--- src/hdl/gcb_pkg.sv ---
// shared types, constants and helpers for the great circle bearing pipeline
// no dependencies
`timescale 1ns / 1ps
`default_nettype none
package gcb_pkg;
    localparam longint unsigned DegTurn = 64'd3600000000;
    localparam longint unsigned KQ32 = 64'd2608131496;
    localparam int unsigned MaxBearing = 36000;

    typedef logic [31:0] t_bang;

    // arctangent table in binary-angle units, one full turn is 2^32
    function automatic logic [31:0] atan_entry(input int i);
        logic [31:0] r;
        begin
            unique case (i)
                0: r = 32'd536870912;  1: r = 32'd316933406;
                2: r = 32'd167458907;  3: r = 32'd85004756;
                4: r = 32'd42667331;   5: r = 32'd21354465;
                6: r = 32'd10679838;   7: r = 32'd5340245;
                8: r = 32'd2670163;    9: r = 32'd1335087;
                10: r = 32'd667544;    11: r = 32'd333772;
                12: r = 32'd166886;    13: r = 32'd83443;
                14: r = 32'd41722;     15: r = 32'd20861;
                16: r = 32'd10430;     17: r = 32'd5215;
                18: r = 32'd2608;      19: r = 32'd1304;
                20: r = 32'd652;       21: r = 32'd326;
                22: r = 32'd163;       23: r = 32'd81;
                24: r = 32'd41;        25: r = 32'd20;
                26: r = 32'd10;        27: r = 32'd5;
                28: r = 32'd3;         29: r = 32'd1;
                30: r = 32'd1;
                default: r = 32'd0;
            endcase
            atan_entry = r;
        end
    endfunction
endpackage
`default_nettype wire

--- src/hdl/gcb_mul.sv ---
// signed fixed-point multiply, magnitude rounded half up, one register stage
// depends on gcb_pkg
`timescale 1ns / 1ps
`default_nettype none
module gcb_mul
    import gcb_pkg::*;
#(
    parameter int W = 36,
    parameter int FRAC = 30
) (
    input  wire logic                i_clk,
    input  wire logic                i_en,
    input  wire logic signed [W-1:0] i_a,
    input  wire logic signed [W-1:0] i_b,
    output logic signed [W-1:0]      o_p
);
    logic [W-1:0]   a_mag;
    logic [W-1:0]   b_mag;
    logic [2*W-1:0] prod;
    logic [2*W-1:0] rnd;
    logic [W-1:0]   mag;
    logic           neg;

    always_comb begin
        neg   = i_a[W-1] ^ i_b[W-1];
        a_mag = i_a[W-1] ? W'(-i_a) : W'(i_a);
        b_mag = i_b[W-1] ? W'(-i_b) : W'(i_b);
        prod  = {{W{1'b0}}, a_mag} * {{W{1'b0}}, b_mag};
        rnd   = prod + ((2*W)'(1) << (FRAC - 1));
        mag   = W'(rnd >> FRAC);
    end

    always_ff @(posedge i_clk) begin
        if (i_en) begin
            o_p <= neg ? W'(-$signed(mag)) : $signed(mag);
        end
    end
endmodule
`default_nettype wire

--- config.mk ---
export PLATFORM = sky130hd
export DESIGN_NAME = gcb_mul
export DESIGN_NICKNAME = d
export VERILOG_FILES = /design/src/hdl/gcb_pkg.sv /design/src/hdl/gcb_mul.sv
export SDC_FILE = /design/constraint.sdc
export NUM_CORES = 2
export LEC_CHECK = 0
export ABC_AREA = 0
export BUFFER_PORTS_ARGS = -buffer_cell sky130_fd_sc_hd__buf_2
export CORE_UTILIZATION = 45
export CTS_CLUSTER_DIAMETER = 60
export DETAILED_ROUTE_END_ITERATION = 7
export PLACE_DENSITY = 0.62
export SYNTH_ARGS = -nofsm -noshare
export SYNTH_HDL_FRONTEND = slang
export SYNTH_SLANG_ARGS = --single-unit
--- constraint.sdc ---
create_clock -name i_clk -period 13.2 [get_ports i_clk]
set_input_delay 1.32 -clock i_clk [delete_from_list [all_inputs] [get_ports i_clk]]
set_output_delay 1.32 -clock i_clk [all_outputs]
set_load 0.05 [all_outputs]
==> metrics.md <==
| Metric | Value |
|---|---|
| Status | finished clean |
| Most used cell along the critical path | fa_1 |
| Initial DRC Count | 2738 |
| CP max stage delay | 0.61 ns |
| Register area | 1081 µm² |
| Die Width | 314.3 µm |
| NumNets Final | 6685 |
| Syn_nets | 6627 |
| CP bufs+invs | 9 |
| Inserted Clock Buffers | 5 |
| Slowest CP cell | or4_1 |
| # DRC | 0 |
| Largest net degree at the start of global routing | 37 |
| Fin crit share | 95.47% |
| Max-Cap Viols | 0 |
| Top cells by count, synth | 1244 x inv_1, 1143 x fa_1, 984 x nand2_1, 430 x nor2_1, 280 x ha_1 |
| Synth Warn # | 0 |
| CP Capture Type | register |
| Post-synthesis register bit count | 36 |
| Post-CTS Setup Bufs | 0 |
| Layout cell share with drive strength beyond 1 | 7.845% |
| Initial antenna violation count | 4 |
| Number of global-route vias before repair | 37740 |
| Clock root cell | clkbuf_16 |
| Worst setup margin | 0.5978 ns |
| Worst Hold Class | in2reg |
| Mean Syn Cell Area | 8.557 µm² |
| DRT Pass-1 Iters | 5 |
| Worst Max-Slew Pin Slew | 1.417 ns |
| Io pins | 110 |
| Slew HR | 5.094% |
| Max reg flops | 36 |
| Fillers | 9348 |
| TritonCTS clock tree | yes |
| Final setup vio count | 0 |
| Total gr overflow | 0 |
| Post-DP HPWL | 124600 µm |
| Routed vias | 35300 |
| Maximum clock path buffer count | 2 |
| Routed WL | 145000 µm |
| Crit path max-delay family | adder cells |
| Dominant cell by count in the synthesized netlist | inv_1 |
| Critical Path Fanout Max | 13 |
| Routed Antenna Nets | 0 |
| Sequential fraction of the synthesis area | 2.463% |
| Total Neg Setup Slack | 0 ns |
| Top_reg_cell synth | edfxtp_1 |
| Fin. Hold Viols | 0 |
| Critical path class | in2reg |
| Largest Register | o_p |
| Cell variety after synth | 89 |
| Minimum clock period | 12.60 ns |
| Reg clk slew, reported paths | 0.05 ns |
| Critical Path Start Type | primary input |
| Port bufs | 109 |
| Fin Hold WS | 1.694 ns |
| Area contributors post-synth | fa_1 52%, inv_1 11%, nand2_1 8.4% |
| Clock sinks | 36 |
| Wirelength per Cell | 22.43 µm |
| RSZ-0062 raised after global routing | no |
| Multi-input logic area | 37870 µm² |
| Full die area | 98810 µm² |
| CP required | 13.22 ns |
| Synthesized area | 43900 µm² |
| H-Tree Depth | 2 |
| Synth top area share | 52.12% |
| Die height | 314.3 µm |
| WP data arrival | 12.62 ns |
| Initial Util | 45.39% |
| Number of cell rows | 114 |
| EDFF count, synth | 36 |
| Placer Congestion | 0.9932 |
| Biggest regs | o_p (36) |
| Total global-route track usage | 30.72% |
| Async set-reset flop share out of synthesis | 0% |
| F_max | 79.35 MHz |
| Yosys top cell by area | fa_1 |
| First-pass GRT wire length | 227800 µm |
| Dpl ws | 0.2937 ns |
| Core area | 96710 µm² |
| Synth-to-Final Area Change | 7.861% |
| Post-DR vias/cell | 5.460 |
| Max Slew Vio Count | 0 |
| Synth Instances | 5130 |
[final cells by class]
class	count	area share, %
clock inverter	1	0.01057
clock buffer	6	0.2722
antenna	1	0.005285
inverter	1245	9.869
tap	1276	3.372
timing repair buffer	298	4.201
multi-input combinational	3602	79.99
sequential	36	2.283
[cell families (layout without fill, tap and decap cells)]
family,Yosys count,after routing,share of synthesized area (%)
flops,36,36,2.463
mux,7,7,0.1682
buf+inv,1492,1550,12.79
compound gates,341,341,5.176
fa+ha+maj,1423,1423,60.10
other cells,0,1,0
xor+xnor,185,185,3.757
simple gates,1646,1646,15.54
[per-stage QoR]
stage,cells,area [µm²],utilization [%]
6_report,6465,47350,48.96
5_1_grt,6465,47350,48.96
4_1_cts,6464,47340,48.95
3_5_place_dp,6457,47200,48.81
3_3_place_gp,6457,47200,48.81
2_1_floorplan,5130,43900,-
[metal layers]
metal	track usage, %	share of wire (%)	wire [µm]	vias up
met5	0	0.013	19	-
met1	41.05	40	57740	18140
met4	12.42	5.1	7359	2
li1	-	-	-	15150
met2	49.64	46	66740	1705
met3	5.362	9.1	13170	305
[what timing repair did]
item	in CTS	in global routing
hold buffers	0	0
endpoints found under the setup margin	0	5
resized for setup	0	2
hold endpoints to repair	0	0
[placed cells by master (no fill, tap or decap), types with 12 or more instances in the layout]
| cell type | instances |
|---|---|
| ha_1 | 280 |
| or4_1 | 14 |
| o21a_1 | 12 |
| buf_2 | 109 |
| a21o_1 | 15 |
| nand2_1 | 984 |
| buf_4 | 187 |
| xnor2_2 | 51 |
| a31oi_1 | 15 |
| edfxtp_1 | 36 |
| nand3_1 | 30 |
| inv_1 | 1244 |
| nand2b_1 | 15 |
| o31ai_1 | 19 |
| o21ai_0 | 71 |
| xor2_1 | 72 |
| nand4_1 | 33 |
| nor3_1 | 25 |
| fa_1 | 1143 |
| xnor2_1 | 44 |
| a211oi_1 | 13 |
| and2_1 | 36 |
| nor2_1 | 430 |
| a21oi_1 | 89 |
[final timing paths]
check	start	to	slack [ns]	cells past startpoint
setup / recovery	i_a[19]	o_p[34]$_DFFE_PP_	0.60	36
hold / removal	i_en	o_p[12]$_DFFE_PP_	1.69	1
Power is not shown: default switching activity piles up to over one toggle a cycle in this logic, so the estimate is an artifact.
