[src/hdl/gcb_pkg.sv]
// shared types, constants and helpers for the great circle bearing pipeline
// no dependencies
`timescale 1ns / 1ps
`default_nettype none
package gcb_pkg;
    localparam longint unsigned DegTurn = 64'd3600000000;
    localparam longint unsigned KQ32 = 64'd2608131496;
    localparam int unsigned MaxBearing = 36000;

    typedef logic [31:0] t_bang;

    // arctangent table in binary-angle units, one full turn is 2^32
    function automatic logic [31:0] atan_entry(input int i);
        logic [31:0] r;
        begin
            unique case (i)
                0: r = 32'd536870912;  1: r = 32'd316933406;
                2: r = 32'd167458907;  3: r = 32'd85004756;
                4: r = 32'd42667331;   5: r = 32'd21354465;
                6: r = 32'd10679838;   7: r = 32'd5340245;
                8: r = 32'd2670163;    9: r = 32'd1335087;
                10: r = 32'd667544;    11: r = 32'd333772;
                12: r = 32'd166886;    13: r = 32'd83443;
                14: r = 32'd41722;     15: r = 32'd20861;
                16: r = 32'd10430;     17: r = 32'd5215;
                18: r = 32'd2608;      19: r = 32'd1304;
                20: r = 32'd652;       21: r = 32'd326;
                22: r = 32'd163;       23: r = 32'd81;
                24: r = 32'd41;        25: r = 32'd20;
                26: r = 32'd10;        27: r = 32'd5;
                28: r = 32'd3;         29: r = 32'd1;
                30: r = 32'd1;
                default: r = 32'd0;
            endcase
            atan_entry = r;
        end
    endfunction
endpackage
`default_nettype wire

[src/hdl/gcb_rot_cell.sv]
// one cordic rotation cell: sine/cosine of three angles advanced by one step
// depends on gcb_pkg
`timescale 1ns / 1ps
`default_nettype none
module gcb_rot_cell
    import gcb_pkg::*;
#(
    parameter int W = 36,
    parameter int STEP = 0
) (
    input  wire logic                i_clk,
    input  wire logic                i_en,
    input  wire logic signed [W-1:0] i_x [3],
    input  wire logic signed [W-1:0] i_y [3],
    input  wire logic signed [32:0]  i_z [3],
    output logic signed [W-1:0]      o_x [3],
    output logic signed [W-1:0]      o_y [3],
    output logic signed [32:0]       o_z [3]
);
    localparam logic signed [32:0] Atan = $signed({1'b0, atan_entry(STEP)});

    always_ff @(posedge i_clk) begin
        if (i_en) begin
            for (int k = 0; k < 3; k++) begin
                if (!i_z[k][32]) begin
                    o_x[k] <= i_x[k] - (i_y[k] >>> STEP);
                    o_y[k] <= i_y[k] + (i_x[k] >>> STEP);
                    o_z[k] <= i_z[k] - Atan;
                end else begin
                    o_x[k] <= i_x[k] + (i_y[k] >>> STEP);
                    o_y[k] <= i_y[k] - (i_x[k] >>> STEP);
                    o_z[k] <= i_z[k] + Atan;
                end
            end
        end
    end
endmodule
`default_nettype wire

[config.mk]
export PLATFORM = sky130hd
export DESIGN_NAME = gcb_rot_cell
export DESIGN_NICKNAME = d
export VERILOG_FILES = /design/src/hdl/gcb_pkg.sv /design/src/hdl/gcb_rot_cell.sv
export SDC_FILE = /design/constraint.sdc
export NUM_CORES = 1
export LEC_CHECK = 0
export BUFFER_PORTS_ARGS = -buffer_cell sky130_fd_sc_hd__buf_2
export CAP_MARGIN = 20
export CORE_ASPECT_RATIO = 0.5
export CORE_MARGIN = 3
export CORE_UTILIZATION = 25
export CTS_BUF_LIST = sky130_fd_sc_hd__clkbuf_8
export DETAILED_ROUTE_END_ITERATION = 7
export MAX_ROUTING_LAYER = met4
export REMOVE_ABC_BUFFERS = 1
export SLEW_MARGIN = 20
export SYNTH_ARGS = -nofsm -noshare
export SYNTH_HDL_FRONTEND = slang
export SYNTH_SLANG_ARGS = --single-unit
[constraint.sdc]
create_clock -name i_clk -period 6.65 [get_ports i_clk]
set_clock_uncertainty 0.2 [all_clocks]
set_input_delay 1.33 -clock i_clk [delete_from_list [all_inputs] [get_ports i_clk]]
set_output_delay 1.33 -clock i_clk [all_outputs]
set_load 0.05 [all_outputs]
==> reports/results.ini <==
[die]
initial_utilization = 0.253
core_um2 = 113000
fp.dieH_um = 245
fp.dieW_um = 485
dieArea_um2 = 119000
io_pins = 632
placementRows = 87

[sta]
finalCritPeriodShare = 0.701
fin_crit_ns = 4.66
setup-tns-final_ns = 0
fin_ws_ns = 1.99
slew_viol_final = 0
rsz0062_at_grt = false
hold_viol_final = 0
maxSlewHeadroom = 0.352
fmax_ghz = 0.214
finalSetupViolCount = 0
worst_pin_slew_ns = 0.972

[clock_tree]
cts.path.max_buffers = 3
numCtsBuffers = 54
cts-root-buf = clkbuf_8
clk_pin_slew_worst_paths_ns = 0.07
clkSinkCount = 312
cts-resized-gates = 0
hold_buffers = 0
htreeDepth = 2
cts_setup_buffers = 0
cts_tree = built

[route]
drt_iter0_drc = 2515
drt_wl_total_um = 118000
final_antenna_net_count = 0
drt-pass1-iter-count = 8
routed_via_density = 5.09
drc = 0
route.vias.total = 27500
wl_per_cell_um = 21.8

[job]
maxCapViolCount = 0

[critical_path]
crit_path_max_fanout = 11
path_delay_family = compound AO/OA/AOI/OAI gates
cp-startpoint = i_x[2]
critPathLaunchType = input port
required_ns = 6.86
cp.depth = 13
critical-path-max-stage-delay_ns = 0.67
crit_path_end = o_x[32]$_DFFE_PP_
cp_num_buf_inv = 2
path_cells = buf_2 > inv_1 > ha_1 > nand2b_1 > a2111oi_2 > o211ai_1 > and2_1 > o21ai_1 > nor4_1 > o41ai_2 > a21oi_1 > o21ai_0 > xnor2_1
crit_path_end_kind = flip-flop
crit_arrival_ns = 4.87
crit_type = in -> reg
critPathSlowestCell = o41ai_2

[global_routing]
grt_max_degree = 114
grt_use_total = 0.193
grt_first_pass_wirelength_um = 172000
antenna_found_initial = 46
first_global_vias = 26500
grt-ovfl-total = 0

[yosys]
ys_seq_elements = 312
synth-main-ff-cell = edfxtp_1
synth-warning-count = 0
yosysSeqAreaShare = 0.327
synth_area_um2 = 28600
synth-edff-count = 312
syn_inst = 3266
ys_types = 98
ys_async_sr_fraction = 0
syn_area_per_cell_um2 = 8.77

[cells_and_area]
drive_gt1_frac = 0.203
areaGrowthSynthToFinish_pct = 20.3
final_cell_mix = buf_2 (630), a21oi_1 (405), ha_1 (325), inv_1 (321), edfxtp_1 (312)
post-route-util = 0.304
final_common_cell = buf_2
final_nets = 4465

[power]
ir_drop_v = 0.000140
p_total_uw = 8230
p_leak_uw = 0.0149
powerDensity_nw_per_um2 = 239

[min_path]
hp-class = in -> reg

[place]
io_buffers = 631
gp_congestion = 1.01
pre_cts_slack_ns = 1.48
place_hpwl_um = 95400

[run_status]
status = complete, no violations

through the flow:
stage | hold WS (ns) | instance area [um^2] | cells
after floorplan | 1.23 | 28000 | 3114
after global placement | 1.31 | 33200 | 5268
after detailed placement | 1.31 | 33200 | 5268
after CTS | 0.507 | 34400 | 5367
after global routing | 0.534 | 34500 | 5405
final | 0.608 | 34500 | 5405
final cells by class:
cell class,instances,area [um^2]
Fill cell,12100,78800
Clock inverter,44,445
Sequential cell,312,9370
Clock buffer,55,757
Inverter,331,1240
Timing Repair Buffer,641,3270
Tap cell,1513,1890
Multi-Input combinational cell,2471,17400
Antenna cell,38,95.1
metal layers:
layer / up-vias / share of wire / track usage
met5: - / 0 / -
met4: 0 / 0.060 / 0.116
met3: 253 / 0.057 / 0.0308
met2: 1010 / 0.49 / 0.319
met1: 13400 / 0.39 / 0.221
li1: 12800 / - / -
power breakdown:
part	leakage, uW	total [uW]	internal (uW)	switching (uW)
Sequential	0.00305	2660	2550	109
Clock	0.000620	2070	1130	938
Combinational	0.0112	3510	958	2560
Total	0.0149	8230	4630	3600
worst min path at each step:
stage          cells after the start                 to  slack (ns)    start
2_1_floorplan                      0   o_z[0]$_DFFE_PP_        1.23   i_z[0]
3_3_place_gp                       1  o_z[15]$_DFFE_PP_        1.31  i_z[15]
3_5_place_dp                       1  o_z[59]$_DFFE_PP_        1.31  i_z[59]
4_1_cts                            1  o_z[27]$_DFFE_PP_        0.51  i_z[27]
5_1_grt                            1  o_z[11]$_DFFE_PP_        0.53  i_z[11]
6_report                           1  o_z[53]$_DFFE_PP_        0.61  i_z[53]
cell families after synthesis:
family                     count (synthesis)  share of synthesized area
xor gates and xnor gates                 209                     0.0639
muxes                                     54                     0.0189
buffers and inverters                    483                     0.0658
AOI/OAI and AO/OA                       1104                      0.246
adders and majority gates                337                      0.150
DFF                                      312                      0.327
and+or+nand+nor                          767                      0.128
state kept, by name, summed over array words and instances, names as in the netlist:
register,count
o_y,106
o_z,99
o_x,107
cells in the mapped netlist, types with 13 or more instances:
cell        n  area share
a211o_1    13      0.0040
xnor2_1   177       0.054
nand4_1    37      0.0081
a31oi_1    17      0.0037
nor2_1    286       0.037
or2_2      16      0.0035
inv_1     315       0.041
o211ai_1   35      0.0092
a21oi_1   405       0.071
nor3_1     63       0.011
o21ai_0   226       0.039
buf_1      26      0.0034
o21a_1     32      0.0084
nand2b_1   38      0.0083
nand2_1   143       0.019
clkbuf_1   89       0.012
nand3_1    51      0.0089
buf_2      30      0.0052
nor4_1     18      0.0039
mux2i_1    53       0.019
ha_1      325        0.14
o221ai_1   13      0.0040
nor2b_1    33      0.0072
o21bai_1   99       0.026
a211oi_1   25      0.0066
or3_1      23      0.0050
o21ai_1    13      0.0023
edfxtp_1  312        0.33
o31ai_1    19      0.0050
a221oi_1   13      0.0040
xor2_1     32      0.0098
a21o_1     59       0.015
(Power assumes the default switching activity.)
