**config.mk**
```make
export PLATFORM = sky130hd
export DESIGN_NAME = gcb_vec_cell
export DESIGN_NICKNAME = d
export VERILOG_FILES = /design/src/hdl/gcb_pkg.sv /design/src/hdl/gcb_vec_cell.sv
export SDC_FILE = /design/constraint.sdc
export NUM_CORES = 1
export LEC_CHECK = 0
export BUFFER_PORTS_ARGS = -buffer_cell sky130_fd_sc_hd__buf_2
export CAP_MARGIN = 10
export CORE_MARGIN = 4
export CORE_UTILIZATION = 57
export CTS_BUF_LIST = sky130_fd_sc_hd__clkbuf_16
export DETAILED_ROUTE_END_ITERATION = 8
export GPL_TIMING_DRIVEN = 0
export HOLD_SLACK_MARGIN = 0.06
export PLACE_DENSITY = 0.89
export SYNTH_ARGS = -nofsm -noshare
export SYNTH_HDL_FRONTEND = slang
export SYNTH_SLANG_ARGS = --single-unit
```
**constraint.sdc**
```tcl
create_clock -name i_clk -period 5.7 [get_ports i_clk]
set_clock_uncertainty 0.1 [all_clocks]
set_input_delay 1.71 -clock i_clk [delete_from_list [all_inputs] [get_ports i_clk]]
set_output_delay 1.71 -clock i_clk [all_outputs]
set_load 0.05 [all_outputs]
```
**src/hdl/gcb_pkg.sv**
```systemverilog
// shared types, constants and helpers for the great circle bearing pipeline
// no dependencies
`timescale 1ns / 1ps
`default_nettype none
package gcb_pkg;
    localparam longint unsigned DegTurn = 64'd3600000000;
    localparam longint unsigned KQ32 = 64'd2608131496;
    localparam int unsigned MaxBearing = 36000;

    typedef logic [31:0] t_bang;

    // arctangent table in binary-angle units, one full turn is 2^32
    function automatic logic [31:0] atan_entry(input int i);
        logic [31:0] r;
        begin
            unique case (i)
                0: r = 32'd536870912;  1: r = 32'd316933406;
                2: r = 32'd167458907;  3: r = 32'd85004756;
                4: r = 32'd42667331;   5: r = 32'd21354465;
                6: r = 32'd10679838;   7: r = 32'd5340245;
                8: r = 32'd2670163;    9: r = 32'd1335087;
                10: r = 32'd667544;    11: r = 32'd333772;
                12: r = 32'd166886;    13: r = 32'd83443;
                14: r = 32'd41722;     15: r = 32'd20861;
                16: r = 32'd10430;     17: r = 32'd5215;
                18: r = 32'd2608;      19: r = 32'd1304;
                20: r = 32'd652;       21: r = 32'd326;
                22: r = 32'd163;       23: r = 32'd81;
                24: r = 32'd41;        25: r = 32'd20;
                26: r = 32'd10;        27: r = 32'd5;
                28: r = 32'd3;         29: r = 32'd1;
                30: r = 32'd1;
                default: r = 32'd0;
            endcase
            atan_entry = r;
        end
    endfunction
endpackage
`default_nettype wire

```
**src/hdl/gcb_vec_cell.sv**
```systemverilog
// one cordic vectoring cell for atan2, one step per cell
// depends on gcb_pkg
`timescale 1ns / 1ps
`default_nettype none
module gcb_vec_cell
    import gcb_pkg::*;
#(
    parameter int W = 40,
    parameter int STEP = 0
) (
    input  wire logic                i_clk,
    input  wire logic                i_en,
    input  wire logic signed [W-1:0] i_x,
    input  wire logic signed [W-1:0] i_y,
    input  wire logic        [31:0]  i_z,
    input  wire logic                i_zero,
    output logic signed [W-1:0]      o_x,
    output logic signed [W-1:0]      o_y,
    output logic        [31:0]       o_z,
    output logic                     o_zero
);
    localparam logic [31:0] Atan = atan_entry(STEP);

    always_ff @(posedge i_clk) begin
        if (i_en) begin
            o_zero <= i_zero;
            if (i_y > 0) begin
                o_x <= i_x + (i_y >>> STEP);
                o_y <= i_y - (i_x >>> STEP);
                o_z <= i_z + Atan;
            end else begin
                o_x <= i_x - (i_y >>> STEP);
                o_y <= i_y + (i_x >>> STEP);
                o_z <= i_z - Atan;
            end
        end
    end
endmodule
`default_nettype wire

```
==> impl_metrics.env, run 1 <==
export IMPL_power_density_nw_per_um2=260
export IMPL_finalCoreUtilization=0.674
export IMPL_grt_antenna_before_repair=0
export IMPL_synth_area_top_cells="edfxtp_1 31%, ha_1 15%, a21oi_1 7.5%, xnor2_1 5.7%, inv_1 4.3%"
export IMPL_grt_max_degree=61
export IMPL_setup_violations=0
export IMPL_insertedDiodeCount=0
export IMPL_hold_path_class="in -> reg"
export IMPL_worst_pin_slew_ns=1.17
export IMPL_pre_cts_slack_ns=0.214
export IMPL_finalSetupTns_ns=0
export IMPL_io_buffers=227
export IMPL_die_w_um=146
export IMPL_yosysTopAreaCell="edfxtp_1"
export IMPL_relSlewSlack=0.222
export IMPL_drc=0
export IMPL_slowest_stage="o31ai_1"
export IMPL_crit_chain="buf_2 > ha_1 > fa_1 > nor2b_1 > o211ai_1 > a31oi_1 > o31ai_1 > or4b_1 > a211o_1 > a21oi_2 > o31ai_1 > xnor2_1"
export IMPL_top_layer="met4"
export IMPL_cts_resized=0
export IMPL_ys_ff_latch=112
export IMPL_worstPathArrival_ns=5.39
export IMPL_cap_viol_max_count=0
export IMPL_gp_congestion=1.02
export IMPL_dp_cells=1730
export IMPL_cts_buffer_depth=2
export IMPL_syn_area_per_cell_um2=8.59
export IMPL_max_stage_delay_ns=0.82
export IMPL_period_minus_slack_ns=5.38
export IMPL_dp_hpwl_um=32500
export IMPL_layout_setup_ws_ns=0.316
export IMPL_row_count=50
export IMPL_io_pins=228
export IMPL_worstPathRequired_ns=5.70
export IMPL_grt_use_total=0.360
export IMPL_synth_top_area_frac=0.309
export IMPL_drt_initial_drc_count=1237
export IMPL_syn_num_nets=1515
export IMPL_peakVddDrop_mv=0.161
export IMPL_finalCritPeriodShare=0.945
export IMPL_ys_async_sr_fraction=0
export IMPL_status="finished clean"
export IMPL_via_per_inst=6.35
export IMPL_htree_levels=3
export IMPL_ys_flop_type="edfxtp_1"
export IMPL_hold_violations=0
export IMPL_met3WireLength_um=4540
export IMPL_startpoint_type="input port"
export IMPL_path_buf_inv=1
export IMPL_vias=11100
export IMPL_cts_sinks=112
export IMPL_dr_pass1_iters=7
export IMPL_hold_path_end="o_z[10]"
export IMPL_grt_pass1_wl_um=60500
export IMPL_cp_top_family="compound AO/OA/AOI/OAI gates"
export IMPL_drt_total_wl_um=40200
export IMPL_wl_met2_um=18100
export IMPL_post_cts_buffers=0
export IMPL_dieArea_um2=21400
export IMPL_core_area_um2=18800
export IMPL_synthTopCellsByCount="163 x a21oi_1, 128 x ha_1, 124 x inv_1, 112 x edfxtp_1, 92 x nor2_1"
export IMPL_layout_nets=1754
export IMPL_drtAntennaViolNets=0
export IMPL_hold_buffers=0
export IMPL_drive_above_1_share=0.190
export IMPL_clk_pin_slew_worst_paths_ns=0.08
export IMPL_grt_pass1_vias=10800
export IMPL_synthCells=1268
export IMPL_initial_core_util=0.581
export IMPL_synth_most_common_cell="a21oi_1"
export IMPL_grt_ovfl_total=0
export IMPL_wl_per_cell_um=23.0
export IMPL_endpoint_kind="flop"
export IMPL_syn_area_um2=10900
export IMPL_synth_edff_count=112
export IMPL_crit_fanout=3
export IMPL_rsz0062_at_grt="false"
export IMPL_cpMostUsedCell="o31ai_1"
export IMPL_ys_types=78
export IMPL_fmax_mhz=186
export IMPL_ys_seq_area_frac=0.309
export IMPL_finalNonFillerCells=1746
export IMPL_path_class="in -> reg"
export IMPL_min_delay_start="i_z[10]"
export IMPL_root_buffer="clkbuf_16"
export IMPL_met1_length_um=16000
export IMPL_die_h_um=146
export IMPL_whs_path_depth=1
export IMPL_tritoncts="done"
export IMPL_yosysWarnings=0
export IMPL_syn_to_final_growth_pct=16.1
export IMPL_cts_made_buffers=9
export IMPL_finalMaxSlewViolations=0
export IMPL_p_leak_nw=5.65
-- metal layers --
metal,vias to the layer above,global-route usage
li1,5061,-
met1,5170,0.483
met2,731,0.583
met3,119,0.0795
met4,0,0.115
met5,-,0
-- registers in the layout (all words and copies together) (netlist names) --
signal / flops
o_y: 39
o_zero: 1
o_z: 32
o_x: 40
-- layout make-up --
type / instances / area, µm²
clock buffers: 9 / 225
clock inverters: 7 / 66.3
flip-flops and latches: 112 / 3360
multi-input cells: 970 / 6800
plain buffers: 57 / 249
repair buffers: 228 / 1170
well taps: 234 / 293
inverters: 129 / 484
fillers: 1591 / 6120
-- how the worst max path moves through the flow --
stage          startpoint  endpoint  cells after the start
2_1_floorplan      i_x[0]   o_y[36]                     11
3_3_place_gp       i_x[0]   o_y[36]                     12
3_5_place_dp       i_x[0]   o_y[36]                     12
4_1_cts            i_x[0]   o_y[36]                     12
5_1_grt            i_x[5]   o_y[32]                     13
6_report           i_x[0]   o_y[36]                     12
-- logic make-up (layout without fill, tap and decap cells) --
group	count (synthesis)	after routing	synth area share
AOI/OAI and AO/OA	438	438	0.252
xor gates and xnor gates	79	79	0.0635
muxes	21	21	0.0194
DFF	112	112	0.309
and+or+nand+nor	300	300	0.135
buffers and inverters	186	430	0.0673
adders and majority gates	132	132	0.154
-- report_power, final --
part | total [W] | internal [W] | switching [W]
registers | 0.00110 | 0.00107 | 0.0000301
logic | 0.00155 | 0.000426 | 0.00112
clock network | 0.000645 | 0.000308 | 0.000337
-- per-stage QoR --
stage                     hold WS, ns  instance area [µm²]  power, W
after global placement           1.79                12300   0.00261
final                            1.42                12600   0.00329
after CTS                        1.42                12600   0.00326
after global routing             1.40                12600   0.00342
after detailed placement         1.79                12400   0.00263
after floorplan                  1.71                10900   0.00218
-- cell usage in the layout (no fill, tap or decap), drive strengths merged, types with 15 or more instances in the layout --
master / n
xnor2: 71
ha: 128
nand4: 22
clkbuf: 36
inv: 132
o21bai: 36
o21ai: 94
a21oi: 166
nand2b: 15
a31oi: 17
nand2: 68
nor4: 15
edfxtp: 112
a21o: 33
nand3: 16
nor2: 93
nor3: 24
mux2i: 20
buf: 258
(Power assumes the default switching activity.)
==> run 2, diff against run 1 <==
==> constraint.sdc (replaced) <==
create_clock -name i_clk -period 5.7 [get_ports i_clk]
set_clock_uncertainty 0.1 [all_clocks]
set_input_delay 0.285 -clock i_clk [delete_from_list [all_inputs] [get_ports i_clk]]
set_output_delay 0.285 -clock i_clk [all_outputs]
set_load 0.05 [all_outputs]
==> run 2 against run 1 <==
Compared with the run above: design area rose by 2.4%; global-route usage rose by 1.1 points; sequential cell count did not move; combinational power barely moved; largest cell class unchanged; non-clock buffer count rose by 30; highest routed layer unchanged; maximum frequency rose by 31%.
==> impl_metrics.env, run 2 (same netlist as run 1, synthesis figures left out) <==
export IMPL_status="finished clean"
export IMPL_power_density_nw_per_um2=257
export IMPL_finalCoreUtilization=0.690
export IMPL_cts_sinks=112
export IMPL_io_buffers=227
export IMPL_peakVddDrop_mv=0.161
export IMPL_drive_above_1_share=0.186
export IMPL_period_minus_slack_ns=4.10
export IMPL_hold_buffers=30
export IMPL_layout_setup_ws_ns=1.60
export IMPL_grt_use_total=0.372
export IMPL_final_seq_area_um2=3360
export IMPL_finalSetupTns_ns=0
export IMPL_hold_violations=0
export IMPL_drtAntennaViolNets=0
export IMPL_cts_made_buffers=9
export IMPL_hold_path_class="in -> reg"
export IMPL_layout_nets=1784
export IMPL_grt_antenna_before_repair=0
export IMPL_startpoint_type="input port"
export IMPL_grt_pass1_wl_um=62300
export IMPL_finalMaxSlewViolations=0
export IMPL_via_per_inst=6.38
export IMPL_relSlewSlack=0.204
export IMPL_cap_viol_max_count=0
export IMPL_p_leak_nw=5.78
export IMPL_die_h_um=146
export IMPL_grt_max_degree=61
export IMPL_grt_ovfl_total=0
export IMPL_gp_congestion=1.02
export IMPL_dieArea_um2=21400
export IMPL_core_area_um2=18800
export IMPL_die_w_um=146
export IMPL_drc=0
export IMPL_endpoint_kind="flop"
export IMPL_largest_register_ffs=40
export IMPL_htree_levels=3
export IMPL_dp_cells=1730
export IMPL_wl_per_cell_um=23.4
export IMPL_final_cell_mix="239 x buf_2, 163 x a21oi_1, 128 x ha_1, 125 x inv_1, 112 x edfxtp_1"
export IMPL_grt_pass1_vias=11100
export IMPL_rsz0062_at_grt="false"
export IMPL_worstPathRequired_ns=5.70
export IMPL_fill_cells=1536
export IMPL_finalNonFillerCells=1776
export IMPL_vias=11300
export IMPL_multi_input_area_um2=6800
export IMPL_finalCritPeriodShare=0.719
export IMPL_io_pins=228
export IMPL_initial_core_util=0.581
export IMPL_insertedDiodeCount=0
export IMPL_drt_initial_drc_count=1278
export IMPL_top_regs="o_x: 40 flops, o_y: 39 flops, o_z: 32 flops"
export IMPL_dr_pass1_iters=8
export IMPL_cts_buffer_depth=2
export IMPL_syn_to_final_growth_pct=18.8
export IMPL_cts_resized=0
export IMPL_row_count=50
export IMPL_clk_pin_slew_worst_paths_ns=0.08
export IMPL_root_buffer="clkbuf_16"
export IMPL_pre_cts_slack_ns=1.64
export IMPL_worst_pin_slew_ns=1.18
export IMPL_dp_hpwl_um=32500
export IMPL_worstPathArrival_ns=4.09
export IMPL_fmax_mhz=244
export IMPL_crit_fanout=4
export IMPL_max_flop_register="o_x"
export IMPL_path_class="in -> reg"
export IMPL_drt_total_wl_um=41600
export IMPL_layout_cells_most_common="buf_2"
export IMPL_post_cts_buffers=0
export IMPL_tritoncts="done"
export IMPL_setup_violations=0
run 2: cell types whose count changed in the layout (fill, tap and decap cells not counted):
cell | before | now
dlygate4sd3_1 | 0 | 30
run 2: power by group:
group	switching (W)	leakage, nW	total, W	internal (W)
clock	0.000346	0.146	0.000655	0.000308
sequential	0.0000340	1.10	0.00110	0.00107
combinational	0.00113	4.54	0.00157	0.000440
total	0.00151	5.78	0.00333	0.00182
run 2: final cells by class:
type | instances | share of cell area
inverters | 129 | 0.0374
clock inverters | 7 | 0.00512
multi-input cells | 970 | 0.525
clock buffers | 9 | 0.0174
plain buffers | 57 | 0.0192
well taps | 234 | 0.0226
repair buffers | 258 | 0.113
flip-flops and latches | 112 | 0.260
run 2: worst paths after layout:
path,startpoint,end,slack [ns],cells after the start
worst max-delay path,i_y[0],o_y[36],1.60,12
worst min-delay path,i_z[29],o_z[29],0.13,2
run 2: metal layers:
| layer | track usage | share of wire | wire [µm] |
|---|---|---|---|
| met1 | 0.486 | 0.39 | 16200 |
| met2 | 0.605 | 0.46 | 19000 |
| met3 | 0.0897 | 0.12 | 4830 |
| met4 | 0.129 | 0.038 | 1570 |
| met5 | 0 | 0 | 0 |
run 2: worst max-delay path: stages:
cell	delay, ns
buf_2	0.13
ha_1	0.21
fa_1	0.42
nor2b_1	0.17
o211ai_1	0.32
a31oi_1	0.24
o31ai_1	0.86
or4b_1	0.60
a211o_1	0.38
a21oi_2	0.19
o31ai_1	0.10
xnor2_1	0.18
run 2: per-stage QoR:
stage	cell area, µm²	hold WS, ns	total power (W)
after floorplan	10900	0.284	0.00218
after global placement	12300	0.361	0.00261
after detailed placement	12400	0.363	0.00263
after CTS	12900	0.103	0.00328
after global routing	12900	0.128	0.00345
final	12900	0.129	0.00333
